## src/rtl/core/dac_waveform_pair_generator_core_assert.svh

```systemverilog
// Assertion macros shared by the waveform pair generator queue and datapath modules.
`ifndef DAC_WAVEFORM_PAIR_GENERATOR_CORE_ASSERT_SVH
`define DAC_WAVEFORM_PAIR_GENERATOR_CORE_ASSERT_SVH

// Antecedent implies consequent in the same cycle.
`define DWPG_ASSERT_IMPLIES(label, clk, rst, ante, cons, msg) \
   label: assert property (@(posedge clk) disable iff (rst) (ante) |-> (cons)) \
      else $error(msg);

// Antecedent implies consequent in the next cycle.
`define DWPG_ASSERT_NEXT(label, clk, rst, ante, cons, msg) \
   label: assert property (@(posedge clk) disable iff (rst) (ante) |=> (cons)) \
      else $error(msg);

// Free-form property body.
`define DWPG_ASSERT_PROP(label, clk, rst, prop, msg) \
   label: assert property (@(posedge clk) disable iff (rst) prop) \
      else $error(msg);

`endif

```

## src/rtl/core/dwpg_pkg.sv

```systemverilog
`timescale 1ns / 1ps
// ----------------------------------------------------------------------------
// dwpg_pkg
// Shared types, register indexes and the quarter-wave sine table builder.
// ----------------------------------------------------------------------------
package dwpg_pkg;

   // Register indexes of the configuration port.
   localparam logic [1:0] CSR_WAVE_MODE   = 2'd0;
   localparam logic [1:0] CSR_AMPLITUDE   = 2'd1;
   localparam logic [1:0] CSR_PERIOD_LOG2 = 2'd2;

   localparam logic [15:0] AMPLITUDE_RESET = 16'd4096;
   localparam logic [3:0]  PERIOD_RESET    = 4'd13;
   localparam logic [3:0]  PERIOD_MIN      = 4'd2;
   localparam logic [3:0]  PERIOD_MAX      = 4'd13;

   localparam int TABLE_WORDS_DEFAULT = 4096;
   localparam int SAMPLE_BITS_DEFAULT = 16;
   localparam int QUEUE_DEPTH         = 2;

   // Quarter-wave table: points 0..2048 of a 2^13 point grid, Q18 values.
   localparam int QTR_POINTS = 2049;
   localparam logic [63:0] HALF_PI_Q30 = 64'd1686629713;
   localparam logic [63:0] ONE_Q30     = 64'd1 << 30;

   typedef logic [18:0] sin_rom_type [0:QTR_POINTS-1];

   // Live configuration as seen by the datapath.
   typedef struct packed {
      logic        ramp;
      logic [15:0] amp;
      logic [3:0]  k_eff;
   } dwpg_cfg_type;

   // One waveform point after classification.
   typedef struct packed {
      logic [11:0] addr;
      logic        neg;
      logic [12:0] m;
   } dwpg_point_type;

   // One queued table word.
   typedef struct packed {
      logic [11:0]    index;
      dwpg_point_type even;
      dwpg_point_type odd;
   } dwpg_entry_type;

   // Queue status toward the front end.
   typedef struct packed {
      logic full;
      logic empty;
   } dwpg_queue_status_type;

   // Unsigned quotient by shift and subtract; only used while the table is built.
   function automatic logic [63:0] div_u64(input logic [63:0] num, input logic [63:0] den);
      logic [63:0] q;
      logic [63:0] rem;
      q   = '0;
      rem = '0;
      for (int b = 63; b >= 0; b--) begin
         rem = {rem[62:0], num[b]};
         if (rem >= den) begin
            rem  = rem - den;
            q[b] = 1'b1;
         end
      end
      return q;
   endfunction

   // Sine of r*(pi/2)/2048 in Q18, Horner form of the Taylor series in Q30.
   function automatic logic [18:0] quarter_sin_q18(input logic [63:0] r);
      logic [63:0] x;
      logic [63:0] x2;
      logic [63:0] t;
      logic [63:0] d;
      logic [63:0] sub;
      logic [63:0] s;
      x  = (r * HALF_PI_Q30 + 64'd1024) >> 11;
      x2 = (x * x) >> 30;
      t  = ONE_Q30;
      for (int k = 7; k >= 1; k--) begin
         d   = 64'((2 * k) * (2 * k + 1));
         sub = div_u64((x2 * t) >> 30, d);
         t   = (sub >= ONE_Q30) ? 64'd0 : ONE_Q30 - sub;
      end
      s = (x * t) >> 30;
      s = (s + 64'd2048) >> 12;
      if (s > (64'd1 << 18)) begin
         s = 64'd1 << 18;
      end
      return s[18:0];
   endfunction

   // Builds the whole quarter-wave table at elaboration.
   function automatic sin_rom_type sin_rom_build();
      sin_rom_type rom;
      for (int i = 0; i < QTR_POINTS; i++) begin
         rom[i] = quarter_sin_q18(64'(i));
      end
      return rom;
   endfunction

endpackage

```

## src/rtl/core/dwpg_front.sv

```systemverilog
`timescale 1ns / 1ps
// ----------------------------------------------------------------------------
// dwpg_front
// Accepts word indexes, reduces them to the table and classifies both points.
// ----------------------------------------------------------------------------
module dwpg_front #(
   parameter int TABLE_WORDS = dwpg_pkg::TABLE_WORDS_DEFAULT
) (
   input  logic                   clock,
   input  logic                   reset,
   input  logic                   accept,
   input  logic [11:0]            word_index,
   input  dwpg_pkg::dwpg_cfg_type cfg,
   output logic                   push,
   output dwpg_pkg::dwpg_entry_type push_entry
);
   import dwpg_pkg::*;

   // Reciprocal for an exact quotient of any 12-bit index.
   localparam logic [24:0] RECIP = 25'((2 ** 24 + TABLE_WORDS - 1) / TABLE_WORDS);
   localparam logic [12:0] TW    = 13'(TABLE_WORDS);

   logic        v1_ff, v1_in;
   logic        v2_ff, v2_in;
   logic [11:0] raw_ff, raw_in;
   logic [11:0] quo_ff, quo_in;
   logic [11:0] w_ff, w_in;
   logic [36:0] quo_full;
   logic [24:0] quo_times;

   // Map one point of the period onto the quarter-wave grid.
   function automatic dwpg_point_type classify(input logic [11:0] w, input logic [3:0] k,
                                               input logic odd);
      dwpg_point_type pt;
      logic [12:0] n;
      logic [12:0] mask;
      logic [12:0] m;
      logic [12:0] p;
      n    = {w, odd};
      mask = ~(13'h1FFF << k);
      m    = n & mask;
      p    = m << (4'd13 - k);
      pt.m    = m;
      pt.neg  = p[12];
      pt.addr = p[11] ? (12'd2048 - {1'b0, p[10:0]}) : {1'b0, p[10:0]};
      return pt;
   endfunction

   // Stage one: capture the index and its quotient by the table size.
   assign quo_full = 37'(word_index) * 37'(RECIP);
   assign quo_in   = quo_full[35:24];
   assign raw_in   = word_index;
   assign v1_in    = accept;

   // Stage two: remainder.
   assign quo_times = 25'(quo_ff) * 25'(TW);
   assign w_in      = raw_ff - quo_times[11:0];
   assign v2_in     = v1_ff;

   always_ff @(posedge clock) begin
      if (reset) begin
         v1_ff <= 1'b0;
         v2_ff <= 1'b0;
      end else begin
         v1_ff <= v1_in;
         v2_ff <= v2_in;
      end
      raw_ff <= raw_in;
      quo_ff <= quo_in;
      w_ff   <= w_in;
   end

   // Classified word goes straight into the queue.
   assign push             = v2_ff;
   assign push_entry.index = w_ff;
   assign push_entry.even  = classify(w_ff, cfg.k_eff, 1'b0);
   assign push_entry.odd   = classify(w_ff, cfg.k_eff, 1'b1);

endmodule

```

## config.mk

```make
export PLATFORM = sky130hd
export DESIGN_NAME = dwpg_front
export DESIGN_NICKNAME = d
export VERILOG_FILES = /design/src/rtl/core/dac_waveform_pair_generator_core_assert.svh /design/src/rtl/core/dwpg_pkg.sv /design/src/rtl/core/dwpg_front.sv
export SDC_FILE = /design/constraint.sdc
export NUM_CORES = 1
export LEC_CHECK = 0
export BUFFER_PORTS_ARGS = -buffer_cell sky130_fd_sc_hd__buf_4
export CAP_MARGIN = 20
export CORE_MARGIN = 1
export CORE_UTILIZATION = 44
export CTS_BUF_LIST = sky130_fd_sc_hd__clkbuf_4
export DETAILED_ROUTE_END_ITERATION = 10
export PLACE_DENSITY = 0.84
export RECOVER_POWER = 50
export SLEW_MARGIN = 25
export SYNTH_ARGS = -nofsm -noshare
export SYNTH_HDL_FRONTEND = slang
export SYNTH_SLANG_ARGS = --single-unit
```

## constraint.sdc

```tcl
create_clock -name clock -period 4.75 [get_ports clock]
set_input_delay 0.2375 -clock clock [delete_from_list [all_inputs] [get_ports clock]]
set_output_delay 0.2375 -clock clock [all_outputs]
set_load 0.005 [all_outputs]
```

==> qor.txt <==
number of flops mapped to enable cells by yosys -> 0
Die Footprint -> 0.00566 sq mm
buffers added on ports -> 81
Core Area -> 0.00514 sq mm
mux share of post-synthesis cell area -> 4.72%
Root Buffer -> clkbuf_4
Reg2Reg Setup Slack -> 4.23 ns
peak supply drop -> 180 uV
FILL cells -> 523
die span in y -> 75.3 um
critical path capture point type -> output pin
Netlist cell types -> 68
WL/cell -> 15.9 um
Primary FF master, synth -> dfxtp_1
CP max FO -> 40
Finished Core Util -> 56.1%
pins over their slew limit -> 0
Power Density -> 226 mW/mm^2
hold_buf cts -> 0
worst min-delay path category -> primary input to flop
f_max -> 277 MHz
drt pass-1 iters -> 4
critical path arrival -> 3.37 ns
# setup viols final -> 0
vias in the first global route -> 2351
first-pass GRT wire length -> 11200 um
Synth area leader -> dfxtp_1
Area Growth Syn to Fin -> 22.2%
Post-Route Skew -> 0.00185 ns
setup_tns -> 0 ns
GRT Util Overall -> 26.1%
most frequent cells in the layout -> 56 x buf_4, 41 x nor2_1, 30 x clkbuf_4
# Post-CTS Setup Buffers -> 0
GPL Wtd Cong -> 0.917
initial core utilization -> 45.9%
Initial DRC Count -> 254
Least-Margin Pin Slew -> 0.805 ns
share of layout cells above drive strength 1 -> 25.8%
Final Cell Area -> 0.00289 sq mm
largest net degree at the start of global routing -> 41
Crit path required time -> 4.51 ns
WL final -> 7150 um
async set-reset flop share out of synthesis -> 0%
Synth Area in Adders -> 2.65%
# diodes -> 0
post-synthesis compound-gate area fraction -> 27.8%
Area contributors post-synth -> dfxtp_1 22%, nor2_1 6.5%, buf_4 5.7%, nand2_1 4.3%, a21oi_1 4.0%
Rows -> 26
DPL Wire Length -> 5600 um
Chip Width -> 75.3 um
Cells after Synth -> 326
worst setup path category -> primary input to output pin
syn_area_per_cell -> 7.24 sq um
final hold vios -> 0
clock buffer depth -> 2
clk_lat worst skew -> 0.29 ns
Critical Path Start Type -> primary input
synth warn -> 0
area occupied by multi-input gates -> 0.00157 sq mm
Storage cell area -> 520 sq um
max-cap violation count -> 0
nets@finish -> 423
Worst-path clk slew -> 0.11 ns
Post-Layout Cell Count -> 450
status -> complete, no violations
RSZ-0062 raised after global routing -> no
area share of the largest cell type after synthesis -> 22.0%
cell area after synthesis -> 0.00236 sq mm
I/O pins -> 101
clk sinks -> 26
Relative slew margins -> 45.6%
WL met1 -> 3010 um
Period minus WS final -> 3.61 ns
metal2 WL -> 3370 um
average vias per placed instance -> 5.73
number of H-tree levels -> 1
post-synthesis sequential area ratio -> 22.0%
via count -> 2579
Worst setup startpoint -> cfg[1]
Final ANT Viol Nets -> 0
Yosys reg bits -> 26
CTS resizes -> 0
most common cell after layout, fill and taps aside -> buf_4
placed cell count -> 447
met3 routed WL -> 567 um
post-route clock period utilization -> 76.0%
worst hold path startpoint -> word_index[8]
simple-gate share of the synthesized area -> 26.6%
Highest Signal Layer -> met4
total CTS buffers -> 3
TritonCTS clock tree -> yes
Crit Reg-Reg Startpoint -> v1_ff
largest family of logic cells by synthesized area -> compound AO/OA/AOI/OAI gates
Leak -> 1.32 nW
drt drc -> 0
grt ovf -> 0
Placed Area -> 0.00287 sq mm
Synth Area in XOR/XNOR -> 4.45%
initial antenna violation count -> 0
[metal layers]
| layer | GRT usage (%) | vias up |
|---|---|---|
| li1 | - | 1265 |
| met4 | 10.3 | 0 |
| met2 | 45.2 | 127 |
| met5 | 0 | - |
| met3 | 2.81 | 16 |
| met1 | 33.3 | 1171 |
[critical path, stage by stage]
cell	delay, ns
buf_4	0.33
inv_1	0.23
ha_1	0.66
buf_4	0.32
nand2_1	0.10
a31oi_1	0.20
o211ai_1	0.22
o211ai_1	0.39
o21ai_0	0.25
xnor2_1	0.17
nor2_1	0.13
buf_4	0.12
[state kept, by name, summed over array words and instances, names as in the netlist]
signal  cells
push        1
raw_ff     12
v1_ff       1
w_ff       12
[per-stage QoR]
| stage | power [mW] | hold WS [ns] | setup WS (ns) |
|---|---|---|---|
| floorplan | 0.451 | 0.265 | 2.15 |
| global placement | 0.566 | 0.310 | 1.25 |
| detailed placement | 0.574 | 0.312 | 1.22 |
| CTS | 0.657 | 0.0184 | 1.21 |
| global route | 0.703 | 0.0293 | 0.840 |
| finish | 0.651 | 0.0550 | 1.14 |
[final timing paths]
kind                            cells past startpoint        endpoint
worst min-delay path                                1       raw_ff[8]
worst max-delay path                               12  push_entry[44]
worst min register to register                      0         w_ff[9]
worst max register to register                      1            push
[cell families (layout without fill, tap and decap cells)]
logic type               after synthesis  count (layout)
AO/OA/AOI/OAI                         94              94
XOR/XNOR                              12              12
adder cells (fa/ha/maj)                5               5
buffers and inverters                 49             102
flip-flops                            26              26
multiplexers                          10              10
other                                  1               2
AND/OR/NAND/NOR                      129             129
[where the power goes]
| group | internal (mW) | leakage, nW | switching (mW) | total, mW |
|---|---|---|---|---|
| registers | 0.230 | 0.219 | 0.00870 | 0.238 |
| logic | 0.151 | 1.08 | 0.181 | 0.332 |
| clock network | 0.0295 | 0.0138 | 0.0512 | 0.0807 |
[synth_stat cells, drive strengths merged, types with 4 or more instances]
master and number:
nand2b 8, nand3 11, o211ai 6, and3 4, o21a 6, o311ai 4
a21oi 19, ha 5, xor2 9, inv 13, nor2 41, nor2b 7
buf 28, nand2 27, mux2i 7, o21ai 22, dfxtp 26, clkbuf 7
and2 4, a31oi 6, nor3 10
[area by class of cell]
| type | instances | share of cell area (%) |
|---|---|---|
| multi-input combinational | 252 | 54.5 |
| timing repair buffer | 85 | 21.9 |
| sequential | 26 | 18.0 |
| tap | 70 | 3.04 |
| inverter | 14 | 1.82 |
| clock buffer | 3 | 0.781 |
(Power assumes the default switching activity.)
