## config.mk

```make
export PLATFORM = sky130hd
export DESIGN_NAME = dwpg_queue
export DESIGN_NICKNAME = d
export VERILOG_FILES = /design/src/rtl/core/dwpg_pkg.sv /design/src/rtl/core/dwpg_queue.sv
export VERILOG_INCLUDE_DIRS = /design/src /design/src/rtl/core
export SDC_FILE = /design/constraint.sdc
export NUM_CORES = 1
export LEC_CHECK = 0
export BUFFER_PORTS_ARGS = -buffer_cell sky130_fd_sc_hd__buf_2
export CAP_MARGIN = 25
export CELL_PAD_IN_SITES_DETAIL_PLACEMENT = 1
export CELL_PAD_IN_SITES_GLOBAL_PLACEMENT = 2
export CORE_MARGIN = 3
export CORE_UTILIZATION = 40
export CTS_CLUSTER_DIAMETER = 200
export CTS_CLUSTER_SIZE = 30
export DETAILED_ROUTE_END_ITERATION = 7
export PLACE_DENSITY_LB_ADDON = 0.1
export SYNTH_ARGS = -nofsm -noshare
export SYNTH_HDL_FRONTEND = slang
export SYNTH_SLANG_ARGS = --single-unit
```

## constraint.sdc

```tcl
create_clock -name clock -period 6.4 [get_ports clock]
set_input_delay 0.32 -clock clock [delete_from_list [all_inputs] [get_ports clock]]
set_output_delay 0.32 -clock clock [all_outputs]
set_load 0.005 [all_outputs]
```

## src/rtl/core/dac_waveform_pair_generator_core_assert.svh

```systemverilog
// Assertion macros shared by the waveform pair generator queue and datapath modules.
`ifndef DAC_WAVEFORM_PAIR_GENERATOR_CORE_ASSERT_SVH
`define DAC_WAVEFORM_PAIR_GENERATOR_CORE_ASSERT_SVH

// Antecedent implies consequent in the same cycle.
`define DWPG_ASSERT_IMPLIES(label, clk, rst, ante, cons, msg) \
   label: assert property (@(posedge clk) disable iff (rst) (ante) |-> (cons)) \
      else $error(msg);

// Antecedent implies consequent in the next cycle.
`define DWPG_ASSERT_NEXT(label, clk, rst, ante, cons, msg) \
   label: assert property (@(posedge clk) disable iff (rst) (ante) |=> (cons)) \
      else $error(msg);

// Free-form property body.
`define DWPG_ASSERT_PROP(label, clk, rst, prop, msg) \
   label: assert property (@(posedge clk) disable iff (rst) prop) \
      else $error(msg);

`endif

```

## src/rtl/core/dwpg_pkg.sv

```systemverilog
`timescale 1ns / 1ps
// ----------------------------------------------------------------------------
// dwpg_pkg
// Shared types, register indexes and the quarter-wave sine table builder.
// ----------------------------------------------------------------------------
package dwpg_pkg;

   // Register indexes of the configuration port.
   localparam logic [1:0] CSR_WAVE_MODE   = 2'd0;
   localparam logic [1:0] CSR_AMPLITUDE   = 2'd1;
   localparam logic [1:0] CSR_PERIOD_LOG2 = 2'd2;

   localparam logic [15:0] AMPLITUDE_RESET = 16'd4096;
   localparam logic [3:0]  PERIOD_RESET    = 4'd13;
   localparam logic [3:0]  PERIOD_MIN      = 4'd2;
   localparam logic [3:0]  PERIOD_MAX      = 4'd13;

   localparam int TABLE_WORDS_DEFAULT = 4096;
   localparam int SAMPLE_BITS_DEFAULT = 16;
   localparam int QUEUE_DEPTH         = 2;

   // Quarter-wave table: points 0..2048 of a 2^13 point grid, Q18 values.
   localparam int QTR_POINTS = 2049;
   localparam logic [63:0] HALF_PI_Q30 = 64'd1686629713;
   localparam logic [63:0] ONE_Q30     = 64'd1 << 30;

   typedef logic [18:0] sin_rom_type [0:QTR_POINTS-1];

   // Live configuration as seen by the datapath.
   typedef struct packed {
      logic        ramp;
      logic [15:0] amp;
      logic [3:0]  k_eff;
   } dwpg_cfg_type;

   // One waveform point after classification.
   typedef struct packed {
      logic [11:0] addr;
      logic        neg;
      logic [12:0] m;
   } dwpg_point_type;

   // One queued table word.
   typedef struct packed {
      logic [11:0]    index;
      dwpg_point_type even;
      dwpg_point_type odd;
   } dwpg_entry_type;

   // Queue status toward the front end.
   typedef struct packed {
      logic full;
      logic empty;
   } dwpg_queue_status_type;

   // Unsigned quotient by shift and subtract; only used while the table is built.
   function automatic logic [63:0] div_u64(input logic [63:0] num, input logic [63:0] den);
      logic [63:0] q;
      logic [63:0] rem;
      q   = '0;
      rem = '0;
      for (int b = 63; b >= 0; b--) begin
         rem = {rem[62:0], num[b]};
         if (rem >= den) begin
            rem  = rem - den;
            q[b] = 1'b1;
         end
      end
      return q;
   endfunction

   // Sine of r*(pi/2)/2048 in Q18, Horner form of the Taylor series in Q30.
   function automatic logic [18:0] quarter_sin_q18(input logic [63:0] r);
      logic [63:0] x;
      logic [63:0] x2;
      logic [63:0] t;
      logic [63:0] d;
      logic [63:0] sub;
      logic [63:0] s;
      x  = (r * HALF_PI_Q30 + 64'd1024) >> 11;
      x2 = (x * x) >> 30;
      t  = ONE_Q30;
      for (int k = 7; k >= 1; k--) begin
         d   = 64'((2 * k) * (2 * k + 1));
         sub = div_u64((x2 * t) >> 30, d);
         t   = (sub >= ONE_Q30) ? 64'd0 : ONE_Q30 - sub;
      end
      s = (x * t) >> 30;
      s = (s + 64'd2048) >> 12;
      if (s > (64'd1 << 18)) begin
         s = 64'd1 << 18;
      end
      return s[18:0];
   endfunction

   // Builds the whole quarter-wave table at elaboration.
   function automatic sin_rom_type sin_rom_build();
      sin_rom_type rom;
      for (int i = 0; i < QTR_POINTS; i++) begin
         rom[i] = quarter_sin_q18(64'(i));
      end
      return rom;
   endfunction

endpackage

```

## src/rtl/core/dwpg_queue.sv

```systemverilog
`timescale 1ns / 1ps
// ----------------------------------------------------------------------------
// dwpg_queue
// Short queue between the front end and the sample datapath.
// ----------------------------------------------------------------------------
`include "dac_waveform_pair_generator_core_assert.svh"
module dwpg_queue (
   input  logic                    clock,
   input  logic                    reset,
   input  logic                    push,
   input  dwpg_pkg::dwpg_entry_type push_entry,
   input  logic                    pop,
   output dwpg_pkg::dwpg_entry_type pop_entry,
   output dwpg_pkg::dwpg_queue_status_type status
);
   import dwpg_pkg::*;

   localparam int PW = (QUEUE_DEPTH > 1) ? $clog2(QUEUE_DEPTH) : 1;
   localparam int CW = $clog2(QUEUE_DEPTH + 1);

   dwpg_entry_type mem [QUEUE_DEPTH];
   logic [PW-1:0] wr_ff, wr_in;
   logic [PW-1:0] rd_ff, rd_in;
   logic [CW-1:0] count_ff, count_in;

   // Pointer and fill bookkeeping.
   always_comb begin
      wr_in    = wr_ff;
      rd_in    = rd_ff;
      count_in = count_ff;
      if (push) begin
         wr_in = (wr_ff == PW'(QUEUE_DEPTH - 1)) ? '0 : wr_ff + 1'b1;
      end
      if (pop) begin
         rd_in = (rd_ff == PW'(QUEUE_DEPTH - 1)) ? '0 : rd_ff + 1'b1;
      end
      if (push && !pop) begin
         count_in = count_ff + 1'b1;
      end else if (pop && !push) begin
         count_in = count_ff - 1'b1;
      end
   end

   always_ff @(posedge clock) begin
      if (reset) begin
         wr_ff    <= '0;
         rd_ff    <= '0;
         count_ff <= '0;
      end else begin
         wr_ff    <= wr_in;
         rd_ff    <= rd_in;
         count_ff <= count_in;
      end
   end

   // Entry storage.
   always_ff @(posedge clock) begin
      if (push) begin
         mem[wr_ff] <= push_entry;
      end
   end

   assign pop_entry    = mem[rd_ff];
   assign status.empty = (count_ff == '0);
   assign status.full  = (count_ff == CW'(QUEUE_DEPTH));

   `DWPG_ASSERT_PROP(a_count_bound, clock, reset, (count_ff <= CW'(QUEUE_DEPTH)), "queue count over depth")
   `DWPG_ASSERT_IMPLIES(a_no_overflow, clock, reset, push && status.full, pop, "push into full queue")
   `DWPG_ASSERT_NEXT(a_count_up, clock, reset, push && !pop, count_ff == $past(count_ff) + 1'b1, "queue count did not rise")

endmodule

```

==> summary.txt, run 1 <==
outcome: finished, final reports clean
final setup margin: 3.954 ns
sequential element share of the synthesized area: 0.8136
GRT Total Usage: 0.1449
Port Buffers: 133
CTS Buf Count: 17
vias in the first global route: 2693
Main synth FF type: edfxtp_1
Cells after Synth: 221
Highest Signal Layer: met5
cell with the most instances after synthesis: edfxtp_1
nets: 438
syn_nets: 290
CP Class: reg -> out
Worst Path Arrival: 2.13 ns
Die H: 116.1 um
Max FO, Critical Path: 53
ratio of cells with drive above 1 in the final layout: 0.5906
fin crit share: 0.3821
reported max-cap violation count: 0
Hold Vio Cnt, Final: 0
CTS Hold Bufs: 0
post-synth top area cell: edfxtp_1
metal3 WL: 656 um
CTS tree: yes
HPWL after detailed placement: 6109 um
gpl congestion: 0.6824
clk buf depth: 2
Yosys reg bits: 133
met2 routed WL: 4801 um
first-pass GRT wire length: 13910 um
Yosys top cell area share: 0.7930
clk sinks: 133
n_diodes: 0
Mapped Area: 4847 um2
I/O Pins: 134
M1 WL: 3658 um
# DRC: 0
Vias: 2498
Die ar.: 13470 um2
endpoint class of the critical path: output port
final count of pins violating max slew: 0
clk_skew: 0.004458 ns
Pleak: 2.329 nW
Setup Buffers After CTS: 0
top cells by area, synth: edfxtp_1 (79%), mux2_2 (15%), dfxtp_1 (2.1%)
row count: 39
Filler cells: 1110
max frequency: 0.4089 GHz
largest net degree at the start of global routing: 54
max_slew headroom: 0.4001
Setup violations, final: 0
ys async rst share: 0
Die W: 116.1 um
dpl ws: 4.164 ns
Clock transition at path regs: 0.05 ns
worst-margin pin slew: 0.8980 ns
synth warn: 0
worst skew pair latency: 0.41 ns
drt wl/cell: 17.74 um
Antenna Nets Post-Route: 0
DRT Pass-1 Iters: 4
Setup crit start kind: register
Post-synth EDFFs: 128
RSZ-0062 raised after global routing: false
post-DR vias/cell: 4.767
post-synthesis cell type count: 16
setup TNS: 0 ns
worst min-delay path class: in -> reg
total power: 2.062 mW
register area: 3945 um2
Final Util: 0.5302
Initial Utilization: 0.4174
min cycle time layout: 2.446 ns
Power Density: 334.9 nW/um2
DR iter-0 viols: 105
grt total ovfl: 0
top cells by count, synth: edfxtp_1 (128), mux2_2 (64), buf_6 (6)
core box area: 11610 um2
multi-input combinational cell area: 833.3 um2
H-Tree Level Count: 4
Peak VDD IR: 161.6 uV
CTS Root Buffer Type: clkbuf_16
DRT Wirelength: 9297 um
Resize count post-CTS: 0
Req. time, crit path: 6.08 ns
initial antenna violation count: 1
Avg Inst Size Synth: 21.93 um2
synthesis-to-finish area growth: 27.03%
per-stage QoR:
step | hold WS [ns] | cells | instance area (um2)
after floorplan | 0.3891 | 221 | 4847
after global routing | 0.07281 | 524 | 6157
after global placement | 0.4877 | 493 | 5649
after detailed placement | 0.5025 | 493 | 5649
after CTS | 0.07189 | 524 | 6157
final | 0.09722 | 524 | 6157
cell usage in the layout, fill, tap and decap left out, drive strengths merged:
cell,instances
a21oi,1
and2,1
and2b,1
buf,136
bufinv,1
clkbuf,23
clkinv,7
dfxtp,5
edfxtp,128
ha,1
inv,1
mux2,64
nor2,5
nor2b,1
o21ai,1
or3,1
xnor2,2
xor2,2
metal layers:
| metal | GRT usage | vias up |
|---|---|---|
| met3 | 0.06423 | 17 |
| met1 | 0.1577 | 1222 |
| met4 | 0.07425 | 2 |
| li1 | - | 1171 |
| met5 | 0 | - |
| met2 | 0.2401 | 86 |
worst max-delay path: stages, from the launching register on:
cell	delay, ns
dfxtp_2	0.51
buf_4	0.64
mux2_2	0.42
buf_2	0.13
power by group:
| group | internal [mW] | switching (mW) |
|---|---|---|
| logic | 0.0955 | 0.0909 |
| registers | 1.02 | 0.0155 |
| clock network | 0.523 | 0.321 |
| total | 1.63 | 0.427 |
cells by family after synthesis:
family | Yosys count | synth area share
DFF | 133 | 0.8136
muxes | 64 | 0.1487
and+or+nand+nor | 9 | 0.009554
buffers and inverters | 8 | 0.01626
xor gates and xnor gates | 4 | 0.007229
AOI/OAI and AO/OA | 2 | 0.002063
adders and majority gates | 1 | 0.002581
registers in the layout, indices dropped and copies added (netlist names), named ones only:
| signal | flops |
|---|---|
| count_ff | 2 |
| mem | 128 |
| rd_ff | 1 |
| wr_ff | 1 |
layout make-up:
cell class                 count  area share
multi-input combinational     80      0.1353
timing repair buffer         136      0.1118
sequential                   133      0.6407
clock inverter                 8    0.009754
clock buffer                  23     0.07275
inverter                       1   0.0006096
tap                          143     0.02906
final timing paths:
kind / from / end / slack [ns] / depth (start not counted)
max: register / pop_entry[4] / 3.95 / 3
max reg2reg: wr_ff$_SDFFE_PP0P_ / mem[1][55]$_DFFE_PP_ / 4.37 / 2
min reg2reg: count_ff[1]$_SDFFE_PP0P_ / count_ff[1]$_SDFFE_PP0P_ / 0.51 / 2
min: push_entry[30] / mem[0][30]$_DFFE_PP_ / 0.1 / 1
(Power assumes the default switching activity.)
==> inputs of run 2 (changes only) <==
--- a/config.mk
+++ b/config.mk
@@ -11,7 +11,7 @@
 export CELL_PAD_IN_SITES_DETAIL_PLACEMENT = 1
 export CELL_PAD_IN_SITES_GLOBAL_PLACEMENT = 2
 export CORE_MARGIN = 3
-export CORE_UTILIZATION = 40
+export CORE_UTILIZATION = 38
 export CTS_CLUSTER_DIAMETER = 200
 export CTS_CLUSTER_SIZE = 30
 export DETAILED_ROUTE_END_ITERATION = 7
==> constraint.sdc (replaced) <==
create_clock -name clock -period 2.3 [get_ports clock]
set_input_delay 0.115 -clock clock [delete_from_list [all_inputs] [get_ports clock]]
set_output_delay 0.115 -clock clock [all_outputs]
set_load 0.005 [all_outputs]
==> summary.txt, run 2 (synthesized netlist as in run 1, its figures left out) <==
outcome: finished, final reports clean (unchanged)
clk_skew: 0.004280 ns (was 0.004458 ns)
Vias: 2779 (was 2498)
grt total ovfl: 0 (unchanged)
Worst Path Arrival: 1.56 ns (was 2.13 ns)
Clock transition at path regs: 0.05 ns (about the same)
gpl congestion: 0.7231 (was 0.6824)
nets: 509 (was 438)
Die ar.: 14150 um2 (was 13470 um2)
worst min-delay path class: in -> reg (unchanged)
Antenna Nets Post-Route: 0 (unchanged)
worst skew pair latency: 0.41 ns (about the same)
clk buf depth: 2 (unchanged)
setup TNS: 0 ns (unchanged)
min cycle time layout: 1.675 ns
DRT Pass-1 Iters: 4 (unchanged)
dpl ws: 0.9140 ns (was 4.164 ns)
Die H: 118.9 um (was 116.1 um)
vias in the first global route: 3073 (was 2693)
ratio of cells with drive above 1 in the final layout: 0.5089 (was 0.5906)
final setup margin: 0.6249 ns (was 3.954 ns)
GRT Total Usage: 0.1488 (was 0.1449)
GR peak layer: met2 (unchanged)
largest net degree at the start of global routing: 46 (was 54)
Initial Utilization: 0.3953 (was 0.4174)
Setup violations, final: 0 (unchanged)
HPWL after detailed placement: 5989 um (was 6109 um)
max_slew headroom: 0.6819 (was 0.4001)
worst-margin pin slew: 0.4771 ns (was 0.8980 ns)
RSZ-0062 raised after global routing: false (unchanged)
total power: 5.934 mW (was 2.062 mW)
WHS: 0.4319 ns (was 0.09722 ns)
DRT Wirelength: 9949 um (was 9297 um)
n_diodes: 0 (unchanged)
core box area: 12260 um2 (was 11610 um2)
post-DR vias/cell: 4.497 (was 4.767)
max FFs per register: 128 (unchanged)
fin crit share: 0.7283
dpl cell area: 5715 um2 (was 5649 um2)
M3 GR Usage: 0.05128 (was 0.06423)
first-pass GRT wire length: 15900 um (was 13910 um)
Final Util: 0.5646 (was 0.5302)
Req. time, crit path: 2.18 ns (was 6.08 ns)
reported max-cap violation count: 0 (unchanged)
# DRC: 0 (unchanged)
max frequency: 0.5970 GHz
Placed Cells: 521 (was 493)
Power Density: 857.1 nW/um2 (was 334.9 nW/um2)
Top reg by flops: mem (unchanged)
final count of pins violating max slew: 0 (unchanged)
Pleak: 2.643 nW (was 2.329 nW)
CTS tree: yes (unchanged)
CP Class: reg -> out (unchanged)
H-Tree Level Count: 4 (unchanged)
fin cells: 618 (was 524)
Largest regs: mem x128, count_ff x2 (unchanged)
endpoint class of the critical path: output port (unchanged)
clk sinks: 133 (unchanged)
Port Buffers: 133 (unchanged)
CTS Buf Count: 17 (unchanged)
Setup crit start kind: register (unchanged)
DR iter-0 viols: 124 (was 105)
synthesis-to-finish area growth: 42.82% (was 27.03%)
commonest cells after routing, fill and taps aside: buf_2 (133), edfxtp_1 (128), dlygate4sd3_1 (68), mux2_2 (64), clkbuf_16 (17) (was buf_2 (133), edfxtp_1 (128), mux2_2 (64), clkbuf_16 (17), clkbuf_1 (6))
CTS Root Buffer Type: clkbuf_16 (unchanged)
met1 Resource Use GR: 0.1768 (was 0.1577)
Hold Vio Cnt, Final: 0 (unchanged)
Setup Buffers After CTS: 0 (unchanged)
I/O Pins: 134 (unchanged)
Max FO, Critical Path: 45 (was 53)
initial antenna violation count: 0 (was 1)
Die W: 118.9 um (was 116.1 um)
commonest non-fill, non-tap cell in the layout: buf_2 (unchanged)
row count: 40 (was 39)
drt wl/cell: 16.10 um (was 17.74 um)
met2 Resource Use GR: 0.2433 (was 0.2401)
fin area: 6923 um2 (was 6157 um2)
Peak VDD IR: 510.4 uV (was 161.6 uV)
run 2: changes by cell type in the layout (fill, tap and decap cells not counted), sizes merged:
cell / previous run / this run
bufinv: 1 / 2
clkinv: 7 / 6
buf: 136 / 139
clkbuf: 23 / 21
dlygate4sd3: 0 / 68
run 2: power by group:
| part | total (mW) | switching (mW) | internal (mW) |
|---|---|---|---|
| clock network | 2.43 | 0.877 | 1.56 |
| logic | 0.638 | 0.286 | 0.352 |
| registers | 2.86 | 0.0351 | 2.83 |
| total | 5.93 | 1.20 | 4.74 |
run 2: worst max-delay path, cell delays in order, from the launching register on:
cell and delay, ns:
dfxtp_2 0.34, buf_12 0.26, mux2_2 0.39, buf_2 0.13
run 2: cell type report:
type                            instances  area [um2]
Fill cell                            1158        5339
Sequential cell                       133        3945
Timing Repair Buffer                  207        1404
Multi-Input combinational cell         80       833.3
Clock buffer                           21       440.4
Tap cell                              168       210.2
Clock inverter                          8       86.33
Inverter                                1       3.754
run 2: layer usage:
| layer | up-vias | share of wire |
|---|---|---|
| met4 | 0 | 0.018 |
| li1 | 1309 | - |
| met1 | 1364 | 0.42 |
| met5 | - | 0 |
| met2 | 90 | 0.51 |
| met3 | 16 | 0.055 |
run 2: worst paths after layout:
path	start	to	slack [ns]	cells after the start
worst max-delay path	register	pop_entry[53]	0.62	3
worst min register to register	count_ff[1]$_SDFFE_PP0P_	count_ff[1]$_SDFFE_PP0P_	0.52	2
worst max register to register	wr_ff$_SDFFE_PP0P_	mem[1][2]$_DFFE_PP_	0.94	2
worst min-delay path	push_entry[28]	mem[0][28]$_DFFE_PP_	0.43	2
run 2: timing repair:
| item | 4_1_cts | 5_1_grt |
|---|---|---|
| setup endpoints to repair | 0 | 0 |
| hold buffers | 68 | 0 |
| endpoints found under the hold margin | 133 | 0 |
| resized for setup | 0 | 0 |
==> inputs of run 3 (changes only) <==
--- a/config.mk
+++ b/config.mk
@@ -11,7 +11,7 @@
 export CELL_PAD_IN_SITES_DETAIL_PLACEMENT = 1
 export CELL_PAD_IN_SITES_GLOBAL_PLACEMENT = 2
 export CORE_MARGIN = 3
-export CORE_UTILIZATION = 38
+export CORE_UTILIZATION = 34
 export CTS_CLUSTER_DIAMETER = 200
 export CTS_CLUSTER_SIZE = 30
 export DETAILED_ROUTE_END_ITERATION = 7
==> constraint.sdc (replaced) <==
create_clock -name clock -period 1.42 [get_ports clock]
set_input_delay 0.071 -clock clock [delete_from_list [all_inputs] [get_ports clock]]
set_output_delay 0.071 -clock clock [all_outputs]
set_load 0.005 [all_outputs]
==> summary.txt, run 3 (synthesized netlist as in run 1, its figures left out) <==
outcome: complete, but fails checks (was finished, final reports clean)
failing checks: setup timing
H-Tree Level Count: 4 (unchanged)
RSZ-0062 raised after global routing: true (was false)
ratio of cells with drive above 1 in the final layout: 0.5261 (was 0.5089)
Setup violations, final: 64 (was 0)
largest stage delay on the critical path: 0.36 ns (was 0.39 ns)
largest net degree at the start of global routing: 43 (was 46)
GRT Total Usage: 0.1345 (was 0.1488)
nets: 516 (was 509)
Die W: 125.4 um (was 118.9 um)
first-pass GRT wire length: 16100 um (was 15900 um)
Port Buffers: 133 (unchanged)
HPWL after detailed placement: 6267 um (was 5989 um)
commonest non-fill, non-tap cell in the layout: edfxtp_1 (was buf_2)
Final Util: 0.5466 (was 0.5646)
clk buf depth: 2 (unchanged)
initial antenna violation count: 0 (unchanged)
final count of pins violating max slew: 0 (unchanged)
Vias: 2836 (was 2779)
GR peak layer: met2 (unchanged)
Die H: 125.4 um (was 118.9 um)
gpl congestion: 0.6910 (was 0.7231)
reported max-cap violation count: 0 (unchanged)
met2 Resource Use GR: 0.2211 (was 0.2433)
vias in the first global route: 3243 (was 3073)
worst min-delay path class: in -> reg (unchanged)
core box area: 13930 um2 (was 12260 um2)
M3 GR Usage: 0.05724 (was 0.05128)
Antenna Nets Post-Route: 0 (unchanged)
Hold Vio Cnt, Final: 0 (unchanged)
# DRC: 0 (unchanged)
post-DR vias/cell: 4.431 (was 4.497)
min cycle time layout: 1.611 ns
Setup crit start kind: register (unchanged)
Pleak: 2.998 nW (was 2.643 nW)
CTS Buf Count: 17 (unchanged)
crit-path leading delay family: buffers and inverters (unchanged)
synthesis-to-finish area growth: 57.12% (was 42.82%)
max FFs per register: 128 (unchanged)
final setup margin: -0.1909 ns (was 0.6249 ns)
Req. time, crit path: 1.35 ns (was 2.18 ns)
clk_skew: 0.007013 ns (was 0.004280 ns)
Worst Path Arrival: 1.54 ns (was 1.56 ns)
Crit-path slowest cell: dfxtp_4 (was mux2_2)
worst path cell trace: buf_12 -> buf_12 -> mux2_2 -> buf_2 (was buf_12 -> mux2_2 -> buf_2)
worst-margin pin slew: 0.3132 ns (was 0.4771 ns)
crit-path most repeated cell: buf_12
met1 Resource Use GR: 0.1527 (was 0.1768)
DR iter-0 viols: 120 (was 124)
fin crit share: 1.134
endpoint class of the critical path: output port (unchanged)
row count: 43 (was 40)
Filler cells: 1268 (was 1158)
CTS Root Buffer Type: clkbuf_16 (unchanged)
Top reg by flops: mem (unchanged)
Peak VDD IR: 761.8 uV (was 510.4 uV)
CP Class: reg -> out (unchanged)
grt total ovfl: 0 (unchanged)
CP bufs+invs: 3 (was 2)
n_diodes: 0 (unchanged)
Clock transition at path regs: 0.05 ns (about the same)
CTS tree: yes (unchanged)
Power Density: 1354 nW/um2 (was 857.1 nW/um2)
max_slew headroom: 0.7912 (was 0.6819)
clk sinks: 133 (unchanged)
DRT Pass-1 Iters: 4 (unchanged)
total power: 10.32 mW (was 5.934 mW)
I/O Pins: 134 (unchanged)
DRT Wirelength: 10680 um (was 9949 um)
Max FO, Critical Path: 12 (was 45)
drt wl/cell: 16.68 um (was 16.10 um)
max frequency: 0.6208 GHz
Initial Utilization: 0.3478 (was 0.3953)
worst skew pair latency: 0.41 ns (about the same)
Largest regs: mem x128, count_ff x2 (unchanged)
commonest cells after routing, fill and taps aside: edfxtp_1 (128), buf_2 (89), dlygate4sd3_1 (67), buf_6 (46), mux2_4 (44) (was buf_2 (133), edfxtp_1 (128), dlygate4sd3_1 (68), mux2_2 (64), clkbuf_16 (17))
Die ar.: 15730 um2 (was 14150 um2)
run 3: changes by cell type in the layout (fill, tap and decap cells not counted), sizes merged:
cell         change
buf              +6
clkinvlp         +2
bufinv           +1
clkbuf           +1
clkinv           +1
dlygate4sd3      -1
run 3: where the power goes:
group | switching, mW | internal (mW)
registers | 0.0680 | 4.58
clock network | 1.50 | 2.72
logic | 0.545 | 0.901
run 3: final timing paths:
kind	from	endpoint	slack [ns]	cells after the start
min	push	count_ff[0]$_SDFFE_PP0P_	0.18	4
min reg2reg	count_ff[1]$_SDFFE_PP0P_	count_ff[1]$_SDFFE_PP0P_	0.52	2
max	register	pop_entry[20]	-0.19	4
max reg2reg	wr_ff$_SDFFE_PP0P_	wr_ff$_SDFFE_PP0P_	0.20	3
run 3: worst register-to-register path, stage by stage (launching register included):
cell and delay (ns):
dfxtp_2 0.34, xnor2_1 0.16, nor2_1 0.06, dlygate4sd3_1 0.55
run 3: routing by layer:
layer  share of wire  up-vias
li1                -     1324
met1            0.41     1387
met2            0.49      104
met3           0.070       21
met4           0.024        0
met5               0        -
run 3: stage by stage:
step / setup WS, ns / std cells / cell area (um2) / setup TNS (ns) / hold WS (ns)
5_1_grt: -0.2495 / 640 / 7616 / -13.20 / 0.2071
2_1_floorplan: -0.2812 / 221 / 4857 / -30.17 / 0.1360
4_1_cts: -0.2212 / 635 / 7053 / -11.81 / 0.1530
3_5_place_dp: 0.1222 / 535 / 5784 / 0 / 0.2628
3_3_place_gp: 0.1345 / 535 / 5784 / 0 / 0.2591
6_report: -0.1909 / 640 / 7616 / -9.558 / 0.1761
run 3: cell type report:
type                       count  area [um2]  area share
sequential                   133        3949      0.5185
timing repair buffer         214        1867      0.2451
multi-input combinational     80       998.5      0.1311
clock buffer                  20       436.7     0.05734
tap                          180       225.2     0.02957
clock inverter                12       136.4     0.01791
inverter                       1       3.754   0.0004929
run 3: timing repair:
item                                    in CTS  in global routing
endpoints found under the hold margin      133                  0
endpoints found under the setup margin      64                 64
resized for setup                            5                 97
buffers inserted                             1                  2
gates cloned                                 0                  3
hold buffers                                67                  0
